[src/rtl/bba_ram.sv]
// ----------------------------------------------------------------------------
// bba_ram
// Generic single write, single read RAM with registered read data.
// ----------------------------------------------------------------------------
module bba_ram #(
    parameter int WIDTH = 2,
    parameter int DEPTH = 2047
) (
    input  logic                     clk,
    input  logic                     we,
    input  logic [$clog2(DEPTH)-1:0] waddr,
    input  logic [WIDTH-1:0]         wdata,
    input  logic [$clog2(DEPTH)-1:0] raddr,
    output logic [WIDTH-1:0]         rdata
);

    logic [WIDTH-1:0] mem [DEPTH];

    // write port and registered read port
    always_ff @(posedge clk)
    begin
        if (we)
        begin
            mem[waddr] <= wdata;
        end
        rdata <= mem[raddr];
    end

endmodule

[config.mk]
export PLATFORM = sky130hd
export DESIGN_NAME = bba_ram
export DESIGN_NICKNAME = d
export VERILOG_FILES = /design/src/rtl/bba_ram.sv
export SDC_FILE = /design/constraint.sdc
export NUM_CORES = 2
export LEC_CHECK = 0
export BUFFER_PORTS_ARGS = -buffer_cell sky130_fd_sc_hd__buf_2
export CORE_AREA = 3 3 559 561
export DETAILED_ROUTE_END_ITERATION = 12
export DIE_AREA = 0 0 562 564
export GPL_ROUTABILITY_DRIVEN = 0
export GPL_TIMING_DRIVEN = 1
export PLACE_DENSITY_LB_ADDON = 0.05
export SYNTH_ARGS = -nofsm -noshare
export SYNTH_HDL_FRONTEND = slang
export SYNTH_SLANG_ARGS = --single-unit
[constraint.sdc]
create_clock -name clk -period 3.35 [get_ports clk]
set_input_delay 0.1675 -clock clk [delete_from_list [all_inputs] [get_ports clk]]
set_output_delay 0.1675 -clock clk [all_outputs]
set_load 0.03 [all_outputs]
== After elaboration in Yosys (flattened, before gate mapping) ==
Memories as Yosys holds them, arrays and structs flattened. A register that Yosys moved wholly into a read port is not among the register bits.
Index checks and enable logic that the tools add are counted.
Storage, ports and cells
  register bits after elaboration: 0
  memory bits (writable): 4094
  bits of input ports: 26
  output and inout bits: 2
  word-level logic and storage cells: 3
  memories: 1
Memories
  mem: depth 2047, bits a word 2, rd ports 1, clocked after memory_dff 1, write ports 1, line 17  | logic [WIDTH-1:0] mem [DEPTH];
Cells by class
  muxes and demuxes: 2
Operators by type and width (count)
  2-to-1 mux 1 bit: 2

== Logic depth before layout (Yosys ltp) ==
  word-level depth: 2
  depth in mapped cells: 15

== Least setup slack after synthesis ==
No wires, ideal clock.
  kind: input-to-reg
  from: in raddr[0]
  to: reg rdata[1] (read register of mem)
  library setup time: 0.131 ns
  arrival: 2.418 ns
  required time: 3.219 ns
  path slack: 0.801 ns
  stages: 11
  path through: buf_6 buf_8 buf_2 mux4_2 mux4_2 nand2_1 o21ai_0 a221oi_1 nor3_1 o2111ai_1 nand4_1
RTL lines
  start: declaration: line 13  | input logic [$clog2(DEPTH)-1:0] raddr,
  end: declaration: line 14  | output logic [WIDTH-1:0] rdata

==> impl_metrics.tcl <==
set metrics [dict create \
    die_y_microns 564 \
    ys_seq_elements 4096 \
    slowest_stage "nor4_1" \
    layout_commonest_cell "edfxtp_1" \
    clk_latency_ps 960 \
    drc 0 \
    syn_area_sq_um 169000 \
    cp_top_family "simple AND/OR/NAND/NOR gates" \
    core_region_area_sq_um 308000 \
    synth_top_area_share_pct 72.8 \
    fin_skew_ps 50.3 \
    critPathBufInv 7 \
    grt_antenna_before_repair 47 \
    synth_compound_area_share_pct 3.11 \
    placed_cell_area_sq_um 177000 \
    muxShareOfSynthArea_pct 14.7 \
    p_leak_nw 59.5 \
    clkPwrFrac_pct 42.2 \
    dp_cells 13700 \
    pwr-share-comb_pct 5.3 \
    worst_pin_slew_ps 1210 \
    synth_area_leader_cell "edfxtp_1" \
    outcome "finished, final reports clean" \
    synthCells 9633 \
    grt_pass1_wl_microns 699000 \
    ctsRootBufferMaster "clkbuf_16" \
    power_switching_mw 23.4 \
    initial_utilization_pct 54.8 \
    yosysWarningCount 0 \
    min_period_over_period_pct 95.2 \
    antenna_left 0 \
    rsz0062_at_grt "false" \
    die-width_microns 562 \
    hold_violations 0 \
    drt-total-wl_microns 493000 \
    drt_pass1_iterations 6 \
    ys_top_cells_by_area "edfxtp_1, mux4_2, nor2_1" \
    dp_hpwl_microns 289000 \
    synth_cell_type_count 69 \
    async_flop_share_pct 0 \
    cts_setup_buffers 0 \
    crit_chain "buf_8 > buf_4 > nand2b_4 > buf_12 > buf_4 > buf_12 > o221ai_1 > nor3_1 > nor3_1 > nand4_1 > nor4_1 > buf_4 > nand3_1 > buf_4 > nand4_1" \
    crit_type "input port to register" \
    gr-usage-all-layers_pct 31.0 \
    portBuffers 27 \
    via_count 94900 \
    switching_share_pct 21.8 \
    intPower_mw 84.0 \
    cts.sinks 4096 \
    post_drt_wl_per_cell_microns 34.2 \
    synthToLayoutAreaGrowth_pct 12.6 \
    worstPathRequired_ps 4250 \
    grt-ovfl-total 0 \
    layout-drive-gt1-share_pct 19.8 \
    io_pins 28 \
    critical_path.startpoint_type "input port" \
    h-tree-depth 5 \
    row_count 204 \
    numCtsBuffers 419 \
    crit_path_max_incr_delay_ps 790 \
    first_iter_violations 13900 \
    cp_common_cell "buf_4" \
    whs_ps 136 \
    end_kind "register" \
    multi_input_area_sq_um 41200 \
    p_per_area_nw_per_um2 565 \
    final_nets 9994 \
    ir_drop_uv 426 \
    dieArea_sq_um 317000 \
    layout.cells.non_filler 14400 \
    drv_cap 0 \
    mostFrequentLayoutCells "edfxtp_1, nor2_1, mux4_2" \
    setup_viol 0 \
    num-fill-cells 22500 \
    synth-simple-area-share_pct 6.22 \
    cts_tree "yes" \
    clock.fmax_mhz 314 \
    critPathArrivalTime_ps 4090 \
    crit_fanout 52 \
    synth_top_family_by_area "multiplexers" \
    syn_nets 9659 \
    clk_pin_slew_ps 60 \
    min_period_ps 3190 \
    seq_area_sq_um 123000 \
    p_seq_share_pct 52.5 \
    syn_area_per_cell_sq_um 17.5 \
    synth-edff-count 4094 \
    slew-limit-headroom_pct 19.2 \
    yosys.area_share.adder_pct 0 \
    grt_max_degree 195 \
    final_area_sq_um 190000 \
    yosys.area_share.xor_xnor_pct 0 \
    report.final.slew_viol_count 0 \
    yosysSeqAreaShare_pct 72.8 \
    yosys_most_used_dff "edfxtp_1" \
    hp-class "input port to register" \
    grt_pass1_vias 95200 \
    cts.path.max_buffers 4 \
    vias_per_cell 6.57 \
]
==> path summary, 6_finish.rpt <==
path	startpoint	end	slack, ps	depth (start not counted)
min reg2reg	mem[324][0]	rdata[0]	1220	6
min	we	mem[1299][1]	140	3
max reg2reg	mem[109][1]	rdata[1]	170	7
max	raddr[2]	rdata[0]	160	15
==> stage by stage <==
| stage | worst slack, ps | utilization, % | power (mW) | setup TNS, ps |
|---|---|---|---|---|
| 2_1_floorplan | 801 | - | 60.5 | 0 |
| 3_3_place_gp | -779 | 57.3 | 63.1 | -1530 |
| 3_5_place_dp | -790 | 57.3 | 63.2 | -1520 |
| 4_1_cts | 48.9 | 61.7 | 108 | 0 |
| 5_1_grt | 61.0 | 61.7 | 110 | 0 |
| 6_report | 160 | 61.7 | 107 | 0 |
==> Yosys cell counts, types with 27 or more instances <==
cell	number
nor3_1	123
buf_2	71
o21ai_0	29
a21oi_1	152
mux4_2	638
a221oi_1	27
clkbuf_1	420
a22oi_1	54
clkbuf_8	47
buf_6	63
edfxtp_1	4094
nor2_1	2112
buf_1	94
mux2i_1	510
nor4_1	39
buf_8	53
o22ai_1	118
o221ai_1	195
nand2_1	184
buf_4	40
a22o_1	29
mux4_1	202
a211oi_1	51
nand3_1	65
==> worst reg2reg max path, stage by stage, from the launching register on <==
cell and delay [ps]:
edfxtp_1 370, mux4_1 570, mux4_2 530, a2111oi_0 430
nand2_1 200, a31oi_2 360, or4_1 430, nand4_1 140
==> metal layers <==
metal | wire [microns] | global-route usage [%]
met2 | 232000 | 48.5
met4 | 16900 | 9.61
met5 | 75 | 0
met1 | 192000 | 44.6
met3 | 52400 | 5.97
==> timing repair <==
| item | CTS | global route |
|---|---|---|
| hold buffers | 12 | 0 |
| endpoints found under the setup margin | 1 | 1 |
| cloned | 0 | 0 |
| gates resized for setup | 1 | 1 |
| endpoints found under the hold margin | 808 | 0 |
==> power by group through the flow <==
| stage | clock (mW) | sequential, mW | combinational [mW] |
|---|---|---|---|
| 6_report | 45.3 | 56.4 | 5.74 |
| 5_1_grt | 47.8 | 56.4 | 6.00 |
| 4_1_cts | 45.8 | 56.4 | 5.73 |
| 3_5_place_dp | 0 | 57.5 | 5.70 |
| 3_3_place_gp | 0 | 57.5 | 5.64 |
| 2_1_floorplan | 0 | 57.5 | 2.97 |
==> layout make-up <==
cell class	count	share of cell area [%]
clock inverter	258	1.21
antenna	18	0.0237
multi-input combinational	4715	21.7
timing repair buffer	732	3.97
tap	4120	2.71
clock buffer	500	5.72
sequential	4096	64.7
inverter	4	0.0132
==> cell families (layout without fill, tap and decap cells) <==
kind of cell	after synthesis	in the layout
buf+inv	822	1494
other cells	0	18
simple gates	2627	2627
compound gates	728	728
mux	1360	1360
flops	4096	4096
==> state kept, by name, indices dropped and copies added (netlist names) <==
| signal | count |
|---|---|
| mem | 4094 |
| rdata | 2 |
(Power assumes the default switching activity.)
